### src/iofs_pkg.sv
// ---------------------------------------------------------------------------
// iofs_pkg
// types, register codes and helper functions of the synthetic imu block
// ---------------------------------------------------------------------------
package iofs_pkg;

   typedef struct packed {
      logic               values_valid;
      logic [62:0]        pose_ns;
      logic signed [15:0] quat_x;
      logic signed [15:0] quat_y;
      logic signed [15:0] quat_z;
      logic signed [15:0] quat_w;
      logic signed [31:0] vel_x;
      logic signed [31:0] vel_y;
      logic signed [31:0] vel_z;
      logic signed [31:0] rate_x;
      logic signed [31:0] rate_y;
      logic signed [31:0] rate_z;
   } req_type;

   typedef struct packed {
      logic [62:0]        out_pose_ns;
      logic signed [15:0] out_quat_x;
      logic signed [15:0] out_quat_y;
      logic signed [15:0] out_quat_z;
      logic signed [15:0] out_quat_w;
      logic signed [31:0] out_rate_x;
      logic signed [31:0] out_rate_y;
      logic signed [31:0] out_rate_z;
      logic signed [31:0] accel_x;
      logic signed [31:0] accel_y;
      logic signed [31:0] accel_z;
      logic               motion_added;
   } rsp_type;

   localparam logic [7:0]  CSR_GRAVITY    = 8'd0;
   localparam logic [7:0]  CSR_MAX_STEP   = 8'd1;
   localparam logic [21:0] GRAVITY_RESET  = 22'd642253;
   localparam logic [31:0] MAX_STEP_RESET = 32'd100000000;
   localparam logic [31:0] NS_PER_S       = 32'd1000000000;
   localparam logic [62:0] MIN_STEP_NS    = 63'd10000;

   localparam logic [5:0] CNT_QUAT  = 6'd16;
   localparam logic [5:0] CNT_GRAV  = 6'd22;
   localparam logic [5:0] CNT_NS    = 6'd30;
   localparam logic [5:0] CNT_CROSS = 6'd32;
   localparam logic [6:0] DIV_STEPS = 7'd64;

   typedef enum logic [1:0] {
      ST_IDLE,
      ST_LOAD,
      ST_RUN,
      ST_DONE
   } state_type;

   typedef enum logic [4:0] {
      STP_XX, STP_YY, STP_ZZ, STP_WW,
      STP_XZ, STP_WY, STP_YZ, STP_WX,
      STP_GX, STP_DX, STP_GY, STP_DY, STP_GZ, STP_DZ,
      STP_FX, STP_QX, STP_FY, STP_QY, STP_FZ, STP_QZ,
      STP_C1X, STP_C2X, STP_C1Y, STP_C2Y, STP_C1Z, STP_C2Z
   } step_type;

   typedef struct packed {
      logic       start;
      logic       neg;
      logic [5:0] count;
   } mul_cmd_type;

   typedef struct packed {
      logic start;
      logic neg;
   } div_cmd_type;

   function automatic logic [63:0] mag64(input logic signed [63:0] v);
      return v[63] ? (64'd0 - 64'(v)) : 64'(v);
   endfunction

   // q32.32 to q16.16, round half away from zero
   function automatic logic signed [63:0] rq16(input logic signed [63:0] v);
      logic [63:0] q;
      q = (mag64(v) + 64'h8000) >> 16;
      return v[63] ? signed'(64'd0 - q) : signed'(q);
   endfunction

   function automatic logic signed [31:0] sat32(input logic signed [63:0] v);
      if (v > 64'sd2147483647) begin
         return 32'sh7fffffff;
      end else if (v < -64'sd2147483648) begin
         return 32'sh80000000;
      end
      return v[31:0];
   endfunction

endpackage

### src/iofs_mul.sv
// ---------------------------------------------------------------------------
// iofs_mul
// shift-add multiplier, one multiplier bit per cycle, sign applied at the end
// ---------------------------------------------------------------------------
module iofs_mul
   import iofs_pkg::*;
(
   input  logic        clock,
   input  logic        reset,
   input  mul_cmd_type cmd,
   input  logic [63:0] a_mag,
   input  logic [31:0] b_mag,
   output logic        done,
   output logic [63:0] prod
);

   logic [63:0] acc_ff, acc_in;
   logic [63:0] a_ff, a_in;
   logic [31:0] b_ff, b_in;
   logic [5:0]  cnt_ff, cnt_in;
   logic        busy_ff, busy_in;
   logic        neg_ff, neg_in;
   logic        done_ff, done_in;
   logic [63:0] prod_ff, prod_in;
   logic [63:0] sum;

   always_comb begin
      acc_in  = acc_ff;
      a_in    = a_ff;
      b_in    = b_ff;
      cnt_in  = cnt_ff;
      busy_in = busy_ff;
      neg_in  = neg_ff;
      done_in = 1'b0;
      prod_in = prod_ff;
      sum     = b_ff[0] ? (acc_ff + a_ff) : acc_ff;
      if (cmd.start) begin
         acc_in  = 64'd0;
         a_in    = a_mag;
         b_in    = b_mag;
         cnt_in  = cmd.count;
         busy_in = 1'b1;
         neg_in  = cmd.neg;
      end else if (busy_ff) begin
         acc_in = sum;
         a_in   = {a_ff[62:0], 1'b0};
         b_in   = {1'b0, b_ff[31:1]};
         cnt_in = cnt_ff - 6'd1;
         if (cnt_ff == 6'd1) begin
            busy_in = 1'b0;
            done_in = 1'b1;
            prod_in = neg_ff ? (64'd0 - sum) : sum;
         end
      end
   end

   always_ff @(posedge clock) begin
      if (reset) begin
         busy_ff <= 1'b0;
         done_ff <= 1'b0;
      end else begin
         busy_ff <= busy_in;
         done_ff <= done_in;
      end
      acc_ff  <= acc_in;
      a_ff    <= a_in;
      b_ff    <= b_in;
      cnt_ff  <= cnt_in;
      neg_ff  <= neg_in;
      prod_ff <= prod_in;
   end

   assign done = done_ff;
   assign prod = prod_ff;

endmodule

### src/iofs_div.sv
// ---------------------------------------------------------------------------
// iofs_div
// restoring divider, one quotient bit per cycle, sign applied at the end
// ---------------------------------------------------------------------------
module iofs_div
   import iofs_pkg::*;
(
   input  logic        clock,
   input  logic        reset,
   input  div_cmd_type cmd,
   input  logic [63:0] num,
   input  logic [32:0] den,
   output logic        done,
   output logic [63:0] quo
);

   logic [32:0] rem_ff, rem_in;
   logic [63:0] num_ff, num_in;
   logic [32:0] den_ff, den_in;
   logic [6:0]  cnt_ff, cnt_in;
   logic        busy_ff, busy_in;
   logic        neg_ff, neg_in;
   logic        done_ff, done_in;
   logic [63:0] quo_ff, quo_in;
   logic [33:0] trial;
   logic [33:0] diff;
   logic        fits;
   logic [63:0] q_next;

   always_comb begin
      rem_in  = rem_ff;
      num_in  = num_ff;
      den_in  = den_ff;
      cnt_in  = cnt_ff;
      busy_in = busy_ff;
      neg_in  = neg_ff;
      done_in = 1'b0;
      quo_in  = quo_ff;
      trial   = {rem_ff, num_ff[63]};
      diff    = trial - {1'b0, den_ff};
      fits    = trial >= {1'b0, den_ff};
      q_next  = {num_ff[62:0], fits};
      if (cmd.start) begin
         rem_in  = 33'd0;
         num_in  = num;
         den_in  = den;
         cnt_in  = DIV_STEPS;
         busy_in = 1'b1;
         neg_in  = cmd.neg;
      end else if (busy_ff) begin
         rem_in = fits ? diff[32:0] : trial[32:0];
         num_in = q_next;
         cnt_in = cnt_ff - 7'd1;
         if (cnt_ff == 7'd1) begin
            busy_in = 1'b0;
            done_in = 1'b1;
            quo_in  = neg_ff ? (64'd0 - q_next) : q_next;
         end
      end
   end

   always_ff @(posedge clock) begin
      if (reset) begin
         busy_ff <= 1'b0;
         done_ff <= 1'b0;
      end else begin
         busy_ff <= busy_in;
         done_ff <= done_in;
      end
      rem_ff <= rem_in;
      num_ff <= num_in;
      den_ff <= den_in;
      cnt_ff <= cnt_in;
      neg_ff <= neg_in;
      quo_ff <= quo_in;
   end

   assign done = done_ff;
   assign quo  = quo_ff;

endmodule

### src/imu_from_odometry_synth.sv
// ---------------------------------------------------------------------------
// imu_from_odometry_synth
// synthetic imu word from a pose word: gravity rotated into the body frame,
// plus finite-difference acceleration and omega x v when the step allows
// ---------------------------------------------------------------------------
//  channel  ports                                  direction
//  req      req_valid, req_stall, req_data         in, pose word
//  rsp      rsp_valid, rsp_stall, rsp_data         out, imu word
//  csr      csr_valid, csr_ready, csr_index/data   in, register write
//
//  one word at a time through a sequencer over a bit-serial multiplier and a
//  bit-serial divider, more steps with the motion term, fewer for a zero
//  quaternion; a word with values_valid low is dropped while idle. synchronous
//  reset clears control and previous-sample state, resets the csr registers.
//  a finished word waits in the output register while the next word is taken;
//  the sequencer holds only if that register is full and rsp_stall is high.
// ---------------------------------------------------------------------------
module imu_from_odometry_synth
   import iofs_pkg::*;
(
   input  logic        clock,
   input  logic        reset,
   input  logic        req_valid,
   output logic        req_stall,
   input  req_type     req_data,
   output logic        rsp_valid,
   input  logic        rsp_stall,
   output rsp_type     rsp_data,
   input  logic        csr_valid,
   output logic        csr_ready,
   input  logic [7:0]  csr_index,
   input  logic [31:0] csr_data
);

   state_type          state_ff, state_in;
   step_type           step_ff, step_in;
   req_type            item_ff, item_in;
   logic [62:0]        d_ff, d_in;
   logic               borrow_ff, borrow_in;
   logic               have_last_ff, have_last_in;
   logic [62:0]        last_stamp_ff, last_stamp_in;
   logic signed [31:0] last_vx_ff, last_vx_in;
   logic signed [31:0] last_vy_ff, last_vy_in;
   logic signed [31:0] last_vz_ff, last_vz_in;
   logic [21:0]        gravity_ff, gravity_in;
   logic [31:0]        max_step_ff, max_step_in;
   logic [32:0]        n2_ff, n2_in;
   logic [31:0]        sxy_ff, sxy_in;
   logic signed [32:0] ex_ff, ex_in;
   logic signed [32:0] ey_ff, ey_in;
   logic signed [63:0] t_ff, t_in;
   logic signed [63:0] ax_ff, ax_in;
   logic signed [63:0] ay_ff, ay_in;
   logic signed [63:0] az_ff, az_in;
   logic               rsp_valid_ff, rsp_valid_in;
   rsp_type            rsp_ff, rsp_in;

   mul_cmd_type        mul_cmd;
   div_cmd_type        div_cmd;
   logic signed [63:0] op_a, op_b;
   logic [63:0]        mul_a;
   logic [63:0]        mag_b;
   logic [5:0]         mul_count;
   logic [63:0]        div_num;
   logic [32:0]        div_den;
   logic               mul_done, div_done;
   logic [63:0]        mul_prod, div_quo;
   logic signed [63:0] res;
   logic               is_div;
   logic               motion;
   logic [63:0]        d_full;

   assign is_div = step_ff inside {STP_DX, STP_DY, STP_DZ, STP_QX, STP_QY, STP_QZ};
   assign motion = have_last_ff && !borrow_ff && (d_ff > MIN_STEP_NS)
                   && (d_ff <= 63'(max_step_ff));
   assign res    = signed'(mul_done ? mul_prod : div_quo);

   // operand selection
   always_comb begin
      op_a      = 64'sd0;
      op_b      = 64'sd0;
      mul_count = CNT_QUAT;
      div_den   = n2_ff;
      case (step_ff)
         STP_XX: begin op_a = 64'(item_ff.quat_x); op_b = 64'(item_ff.quat_x); end
         STP_YY: begin op_a = 64'(item_ff.quat_y); op_b = 64'(item_ff.quat_y); end
         STP_ZZ: begin op_a = 64'(item_ff.quat_z); op_b = 64'(item_ff.quat_z); end
         STP_WW: begin op_a = 64'(item_ff.quat_w); op_b = 64'(item_ff.quat_w); end
         STP_XZ: begin op_a = 64'(item_ff.quat_x); op_b = 64'(item_ff.quat_z); end
         STP_WY: begin op_a = 64'(item_ff.quat_w); op_b = 64'(item_ff.quat_y); end
         STP_YZ: begin op_a = 64'(item_ff.quat_y); op_b = 64'(item_ff.quat_z); end
         STP_WX: begin op_a = 64'(item_ff.quat_w); op_b = 64'(item_ff.quat_x); end
         STP_GX: begin
            op_a = 64'(ex_ff) <<< 1; op_b = signed'(64'(gravity_ff)); mul_count = CNT_GRAV;
         end
         STP_GY: begin
            op_a = 64'(ey_ff) <<< 1; op_b = signed'(64'(gravity_ff)); mul_count = CNT_GRAV;
         end
         STP_GZ: begin
            op_a = signed'(64'(n2_ff)) - signed'(64'(sxy_ff) << 1);
            op_b = signed'(64'(gravity_ff));
            mul_count = CNT_GRAV;
         end
         STP_FX: begin
            op_a = 64'(item_ff.vel_x) - 64'(last_vx_ff);
            op_b = signed'(64'(NS_PER_S)); mul_count = CNT_NS;
         end
         STP_FY: begin
            op_a = 64'(item_ff.vel_y) - 64'(last_vy_ff);
            op_b = signed'(64'(NS_PER_S)); mul_count = CNT_NS;
         end
         STP_FZ: begin
            op_a = 64'(item_ff.vel_z) - 64'(last_vz_ff);
            op_b = signed'(64'(NS_PER_S)); mul_count = CNT_NS;
         end
         STP_QX, STP_QY, STP_QZ: div_den = {1'b0, d_ff[31:0]};
         STP_C1X: begin
            op_a = 64'(item_ff.rate_y); op_b = 64'(item_ff.vel_z); mul_count = CNT_CROSS;
         end
         STP_C2X: begin
            op_a = 64'(item_ff.rate_z); op_b = 64'(item_ff.vel_y); mul_count = CNT_CROSS;
         end
         STP_C1Y: begin
            op_a = 64'(item_ff.rate_z); op_b = 64'(item_ff.vel_x); mul_count = CNT_CROSS;
         end
         STP_C2Y: begin
            op_a = 64'(item_ff.rate_x); op_b = 64'(item_ff.vel_z); mul_count = CNT_CROSS;
         end
         STP_C1Z: begin
            op_a = 64'(item_ff.rate_x); op_b = 64'(item_ff.vel_y); mul_count = CNT_CROSS;
         end
         STP_C2Z: begin
            op_a = 64'(item_ff.rate_y); op_b = 64'(item_ff.vel_x); mul_count = CNT_CROSS;
         end
         default: ;
      endcase
      mul_a   = mag64(op_a);
      mag_b   = mag64(op_b);
      div_num = mag64(t_ff) + 64'(div_den >> 1);
   end

   // sequencer
   always_comb begin
      state_in      = state_ff;
      step_in       = step_ff;
      item_in       = item_ff;
      d_in          = d_ff;
      borrow_in     = borrow_ff;
      have_last_in  = have_last_ff;
      last_stamp_in = last_stamp_ff;
      last_vx_in    = last_vx_ff;
      last_vy_in    = last_vy_ff;
      last_vz_in    = last_vz_ff;
      gravity_in    = gravity_ff;
      max_step_in   = max_step_ff;
      n2_in         = n2_ff;
      sxy_in        = sxy_ff;
      ex_in         = ex_ff;
      ey_in         = ey_ff;
      t_in          = t_ff;
      ax_in         = ax_ff;
      ay_in         = ay_ff;
      az_in         = az_ff;
      rsp_valid_in  = rsp_valid_ff;
      rsp_in        = rsp_ff;
      mul_cmd       = '{start: 1'b0, neg: op_a[63] ^ op_b[63], count: mul_count};
      div_cmd       = '{start: 1'b0, neg: t_ff[63]};
      d_full        = {1'b0, req_data.pose_ns} - {1'b0, last_stamp_ff};

      if (rsp_valid_ff && !rsp_stall) begin
         rsp_valid_in = 1'b0;
      end

      if (csr_valid) begin
         case (csr_index)
            CSR_GRAVITY:  gravity_in  = csr_data[21:0];
            CSR_MAX_STEP: max_step_in = csr_data;
            default: ;
         endcase
      end

      case (state_ff)
         ST_IDLE: begin
            if (req_valid && req_data.values_valid) begin
               item_in   = req_data;
               d_in      = d_full[62:0];
               borrow_in = d_full[63];
               n2_in     = 33'd0;
               sxy_in    = 32'd0;
               step_in   = STP_XX;
               state_in  = ST_LOAD;
            end
         end
         ST_LOAD: begin
            if (is_div) begin
               div_cmd.start = 1'b1;
            end else begin
               mul_cmd.start = 1'b1;
            end
            state_in = ST_RUN;
         end
         ST_RUN: begin
            if (mul_done || div_done) begin
               state_in = ST_LOAD;
               case (step_ff)
                  STP_XX: begin
                     n2_in = n2_ff + res[32:0]; sxy_in = sxy_ff + res[31:0]; step_in = STP_YY;
                  end
                  STP_YY: begin
                     n2_in = n2_ff + res[32:0]; sxy_in = sxy_ff + res[31:0]; step_in = STP_ZZ;
                  end
                  STP_ZZ: begin n2_in = n2_ff + res[32:0]; step_in = STP_WW; end
                  STP_WW: begin n2_in = n2_ff + res[32:0]; step_in = STP_XZ; end
                  STP_XZ: begin ex_in = res[32:0]; step_in = STP_WY; end
                  STP_WY: begin ex_in = ex_ff - res[32:0]; step_in = STP_YZ; end
                  STP_YZ: begin ey_in = res[32:0]; step_in = STP_WX; end
                  STP_WX: begin
                     ey_in = ey_ff + res[32:0];
                     if (n2_ff == 33'd0) begin
                        ax_in = 64'sd0;
                        ay_in = 64'sd0;
                        az_in = signed'(64'(gravity_ff));
                        if (motion) begin
                           step_in = STP_FX;
                        end else begin
                           state_in = ST_DONE;
                        end
                     end else begin
                        step_in = STP_GX;
                     end
                  end
                  STP_GX: begin t_in = res; step_in = STP_DX; end
                  STP_DX: begin ax_in = res; step_in = STP_GY; end
                  STP_GY: begin t_in = res; step_in = STP_DY; end
                  STP_DY: begin ay_in = res; step_in = STP_GZ; end
                  STP_GZ: begin t_in = res; step_in = STP_DZ; end
                  STP_DZ: begin
                     az_in = res;
                     if (motion) begin
                        step_in = STP_FX;
                     end else begin
                        state_in = ST_DONE;
                     end
                  end
                  STP_FX: begin t_in = res; step_in = STP_QX; end
                  STP_QX: begin ax_in = ax_ff + res; step_in = STP_FY; end
                  STP_FY: begin t_in = res; step_in = STP_QY; end
                  STP_QY: begin ay_in = ay_ff + res; step_in = STP_FZ; end
                  STP_FZ: begin t_in = res; step_in = STP_QZ; end
                  STP_QZ: begin az_in = az_ff + res; step_in = STP_C1X; end
                  STP_C1X: begin t_in = res; step_in = STP_C2X; end
                  STP_C2X: begin ax_in = ax_ff + rq16(t_ff - res); step_in = STP_C1Y; end
                  STP_C1Y: begin t_in = res; step_in = STP_C2Y; end
                  STP_C2Y: begin ay_in = ay_ff + rq16(t_ff - res); step_in = STP_C1Z; end
                  STP_C1Z: begin t_in = res; step_in = STP_C2Z; end
                  STP_C2Z: begin
                     az_in    = az_ff + rq16(t_ff - res);
                     state_in = ST_DONE;
                  end
                  default: state_in = ST_DONE;
               endcase
            end
         end
         ST_DONE: begin
            if (!rsp_valid_ff || !rsp_stall) begin
               rsp_valid_in        = 1'b1;
               rsp_in.out_pose_ns  = item_ff.pose_ns;
               rsp_in.out_quat_x   = item_ff.quat_x;
               rsp_in.out_quat_y   = item_ff.quat_y;
               rsp_in.out_quat_z   = item_ff.quat_z;
               rsp_in.out_quat_w   = item_ff.quat_w;
               rsp_in.out_rate_x   = item_ff.rate_x;
               rsp_in.out_rate_y   = item_ff.rate_y;
               rsp_in.out_rate_z   = item_ff.rate_z;
               rsp_in.accel_x      = sat32(ax_ff);
               rsp_in.accel_y      = sat32(ay_ff);
               rsp_in.accel_z      = sat32(az_ff);
               rsp_in.motion_added = motion;
               last_stamp_in       = item_ff.pose_ns;
               last_vx_in          = item_ff.vel_x;
               last_vy_in          = item_ff.vel_y;
               last_vz_in          = item_ff.vel_z;
               have_last_in        = 1'b1;
               state_in            = ST_IDLE;
            end
         end
         default: state_in = ST_IDLE;
      endcase
   end

   always_ff @(posedge clock) begin
      if (reset) begin
         state_ff      <= ST_IDLE;
         step_ff       <= STP_XX;
         have_last_ff  <= 1'b0;
         last_stamp_ff <= 63'd0;
         last_vx_ff    <= 32'sd0;
         last_vy_ff    <= 32'sd0;
         last_vz_ff    <= 32'sd0;
         gravity_ff    <= GRAVITY_RESET;
         max_step_ff   <= MAX_STEP_RESET;
         rsp_valid_ff  <= 1'b0;
      end else begin
         state_ff      <= state_in;
         step_ff       <= step_in;
         have_last_ff  <= have_last_in;
         last_stamp_ff <= last_stamp_in;
         last_vx_ff    <= last_vx_in;
         last_vy_ff    <= last_vy_in;
         last_vz_ff    <= last_vz_in;
         gravity_ff    <= gravity_in;
         max_step_ff   <= max_step_in;
         rsp_valid_ff  <= rsp_valid_in;
      end
      item_ff   <= item_in;
      d_ff      <= d_in;
      borrow_ff <= borrow_in;
      n2_ff     <= n2_in;
      sxy_ff    <= sxy_in;
      ex_ff     <= ex_in;
      ey_ff     <= ey_in;
      t_ff      <= t_in;
      ax_ff     <= ax_in;
      ay_ff     <= ay_in;
      az_ff     <= az_in;
      rsp_ff    <= rsp_in;
   end

   iofs_mul u_mul (
      .clock (clock),
      .reset (reset),
      .cmd   (mul_cmd),
      .a_mag (mul_a),
      .b_mag (mag_b[31:0]),
      .done  (mul_done),
      .prod  (mul_prod)
   );

   iofs_div u_div (
      .clock (clock),
      .reset (reset),
      .cmd   (div_cmd),
      .num   (div_num),
      .den   (div_den),
      .done  (div_done),
      .quo   (div_quo)
   );

   assign req_stall = (state_ff != ST_IDLE);
   assign rsp_valid = rsp_valid_ff;
   assign rsp_data  = rsp_ff;
   assign csr_ready = 1'b1;

endmodule
### config.mk
export PLATFORM = sky130hd
export DESIGN_NAME = imu_from_odometry_synth
export DESIGN_NICKNAME = d
export VERILOG_FILES = /design/src/iofs_pkg.sv /design/src/iofs_mul.sv /design/src/iofs_div.sv /design/src/imu_from_odometry_synth.sv
export SDC_FILE = /design/constraint.sdc
export NUM_CORES = 2
export LEC_CHECK = 0
export BUFFER_PORTS_ARGS = -buffer_cell sky130_fd_sc_hd__buf_2
export CAP_MARGIN = 20
export CELL_PAD_IN_SITES_DETAIL_PLACEMENT = 0
export CELL_PAD_IN_SITES_GLOBAL_PLACEMENT = 1
export CORE_MARGIN = 2
export CORE_UTILIZATION = 45
export DETAILED_ROUTE_END_ITERATION = 7
export MAX_ROUTING_LAYER = met4
export PLACE_DENSITY = 0.8
export SLEW_MARGIN = 20
export SYNTH_ARGS = -nofsm -noshare
export SYNTH_HDL_FRONTEND = slang
export SYNTH_SLANG_ARGS = --single-unit
### constraint.sdc
create_clock -name clock -period 69.3 [get_ports clock]
set_input_delay 6.93 -clock clock [delete_from_list [all_inputs] [get_ports clock]]
set_output_delay 6.93 -clock clock [all_outputs]
set_load 0.01 [all_outputs]
==> metrics.yaml <==
power_and_ir_drop:
  p_clk_share_pct: 40.3
  p_leak_nw: 49.9
  power_mw: 2.75
  p_sw_share_pct: 28.4
  power.density_mw_per_mm2: 21.3
  switching_power_mw: 0.781
  ir_drop_mv: 0.0281
  p_comb_share_pct: 15.2
  seq_power_share_pct: 44.4
  cellInternalPower_mw: 1.97
critical_path:
  cp.required_ps: 69880
  cp-start-kind: "flop"
  r2r_cells: 46
  crit_path_end_kind: "flop"
  crit_start: "u_mul.done$_SDFF_PP0_"
  reg2reg_slack_ps: 53840
  crit_slowest_cell: "dfxtp_4"
  cp_common_cell: "o21ai_0"
  worstPathMaxFanout: 37
  arrival_ps: 16050
  rr_startpoint: "u_mul.done$_SDFF_PP0_"
  cpPeakStageDelay_ps: 840
  crit_type: "flop to flop"
clock_tree:
  cts_setup_buffers: 0
  clk_path_buf_depth: 3
  clkTransAtPathRegs_ps: 60
  cts_tree: "done"
  cts_made_buffers: 198
  htree_levels: 4
  clkLatencyLatePin_ps: 910
  clkSinkCount: 1749
  cts_root_buf: "clkbuf_16"
  cts_hold_buf: 0
  cts_resized: 0
timing:
  fin_skew_ps: 67.9
  finalCritPeriodShare_pct: 22.3
  slew_headroom_pct: 15.1
  finalSetupViolCount: 0
  fmax_mhz: 64.7
  drv_slew: 0
  hold_viol_final: 0
  timing.final.crit_period_ps: 15460
  rsz0062_at_grt: "no"
  setup_tns_ps: 0
  tightestPinTransition_ps: 1260
drt:
  drt_iter0_drc: 10900
  via_count: 101000
  via_per_inst: 6.21
  drtAntennaViolNets: 0
  firstDrtPassIters: 8
  drcViolationCount: 0
  drt-total-wl_um: 474000
  wl_per_cell_um: 29.1
worst_hold_path:
  min_from: "item_ff[39]$_DFFE_PP_"
  min_path_type: "flop to flop"
  holdPathStages: 0
yosys:
  post_synth.cell_area_avg_um2: 9.47
  synthArstFlopShare_pct: 0
  synth_warnings: 0
  seq_area_frac_synth_pct: 43.1
  syn_nets: 13200
  syn_area_mm2: 0.114
  yosysMostFrequentCell: "edfxtp_1"
  synthTopCellsByArea: "edfxtp_1 37%, ha_1 8.4%, dfxtp_1 5.8%"
  yosys-top-cells-count: "1419 x edfxtp_1, 1366 x nand2_1, 1064 x a21oi_1, 851 x nor2_1, 767 x ha_1"
  yosys.area.top_type: "edfxtp_1"
  synth_edf_count: 1419
  synth_top_area_share_pct: 37.3
  synthFlopType: "edfxtp_1"
  netlist-cell-type-count: 120
  synthCells: 12100
  ys_ff_latch: 1749
global_routing:
  overflow: 0
  track_usage_pct: 36.6
  grt_max_degree: 136
  antenna_found_initial: 67
  grt_pass1_wl_um: 669000
  grt_pass1_vias: 95500
placed_design:
  post-place-cells: 15800
  routabilityCongestion: 1.04
  portBuffers: 686
  dp_hpwl_um: 374000
outcome:
  outcome: "finished, final reports clean"
floorplan:
  core_region_area_mm2: 0.253
  die-area_mm2: 0.258
  fp.dieH_um: 508
  fp-row-count: 185
  start_util_pct: 45.1
  boundaryPins: 688
  die_w_um: 508
layout:
  largest_register_ff_count: 320
  syn2layout_area_growth_pct: 13.1
  nets: 13800
  fin_cells: 16300
  final_layout_size_suffix_gt1_share_pct: 11.7
job:
  drv_cap: 0
metrics by stage:
step	hold WS [ps]	cell area, um^2	worst slack (ps)	utilization [%]
finish	448	129000	53840	51.1
global route	455	129000	53100	51.0
CTS	448	129000	54140	51.0
detailed placement	434	122000	54140	48.3
global placement	434	122000	54060	48.3
floorplan	422	114000	41930	-
path summary, 6_finish.rpt:
check                            endpoint
hold reg to reg   rsp_data[136]$_DFFE_PP_
hold / removal    rsp_data[136]$_DFFE_PP_
setup reg to reg      ay_ff[63]$_DFFE_PP_
setup / recovery      ay_ff[63]$_DFFE_PP_
logic make-up after synthesis:
group / share of synthesized area [%]
AND/OR/NAND/NOR: 16.3
flip-flops: 43.1
other: 0.00328
buffers and inverters: 3.65
multiplexers: 2.29
adder cells (fa/ha/maj): 8.69
XOR/XNOR: 7.03
AO/OA/AOI/OAI: 19.0
layer usage:
| layer | routed length (um) | part of all wire, % | vias to the layer above | track usage (%) |
|---|---|---|---|---|
| li1 | - | - | 46100 | - |
| met1 | 182000 | 38 | 49000 | 43.4 |
| met2 | 217000 | 46 | 4934 | 57.3 |
| met3 | 41600 | 8.8 | 1102 | 7.34 |
| met4 | 34100 | 7.2 | 0 | 22.4 |
| met5 | 0 | 0 | - | - |
power by group through the flow:
| stage | combinational [mW] | sequential (mW) | clock, mW |
|---|---|---|---|
| after floorplan | 0.294 | 1.23 | 0 |
| after global placement | 0.405 | 1.24 | 0 |
| after detailed placement | 0.413 | 1.24 | 0 |
| after CTS | 0.415 | 1.22 | 1.12 |
| after global routing | 0.460 | 1.22 | 1.16 |
| final | 0.419 | 1.22 | 1.11 |
worst max-delay path, delay by kind of cell (launching register included):
family	cells	cell delay [ps]
AO/OA/AOI/OAI	24	6590
XOR/XNOR	4	1180
adder cells (fa/ha/maj)	3	1160
buffers and inverters	3	1300
flip-flops	1	840
multiplexers	3	990
AND/OR/NAND/NOR	9	3030
placed cells by master, fill, tap and decap left out, types with 327 or more instances in the layout:
master and instances:
edfxtp_1 1419, nand2_1 1365, a21oi_1 1062, nor2_1 837, ha_1 767, buf_2 685
o21ai_0 673, inv_1 594, xnor2_1 581, dfxtp_1 327
cell type report:
cell class	instances	area (um^2)
Multi-Input combinational cell	9228	61400
Tap cell	3366	4210
Sequential cell	1749	49200
Clock buffer	247	5280
Timing Repair Buffer	910	5220
Antenna cell	67	168
Inverter	597	2250
Clock inverter	127	1500
Fill cell	23200	124000
Power figures use the tool's default switching activity.
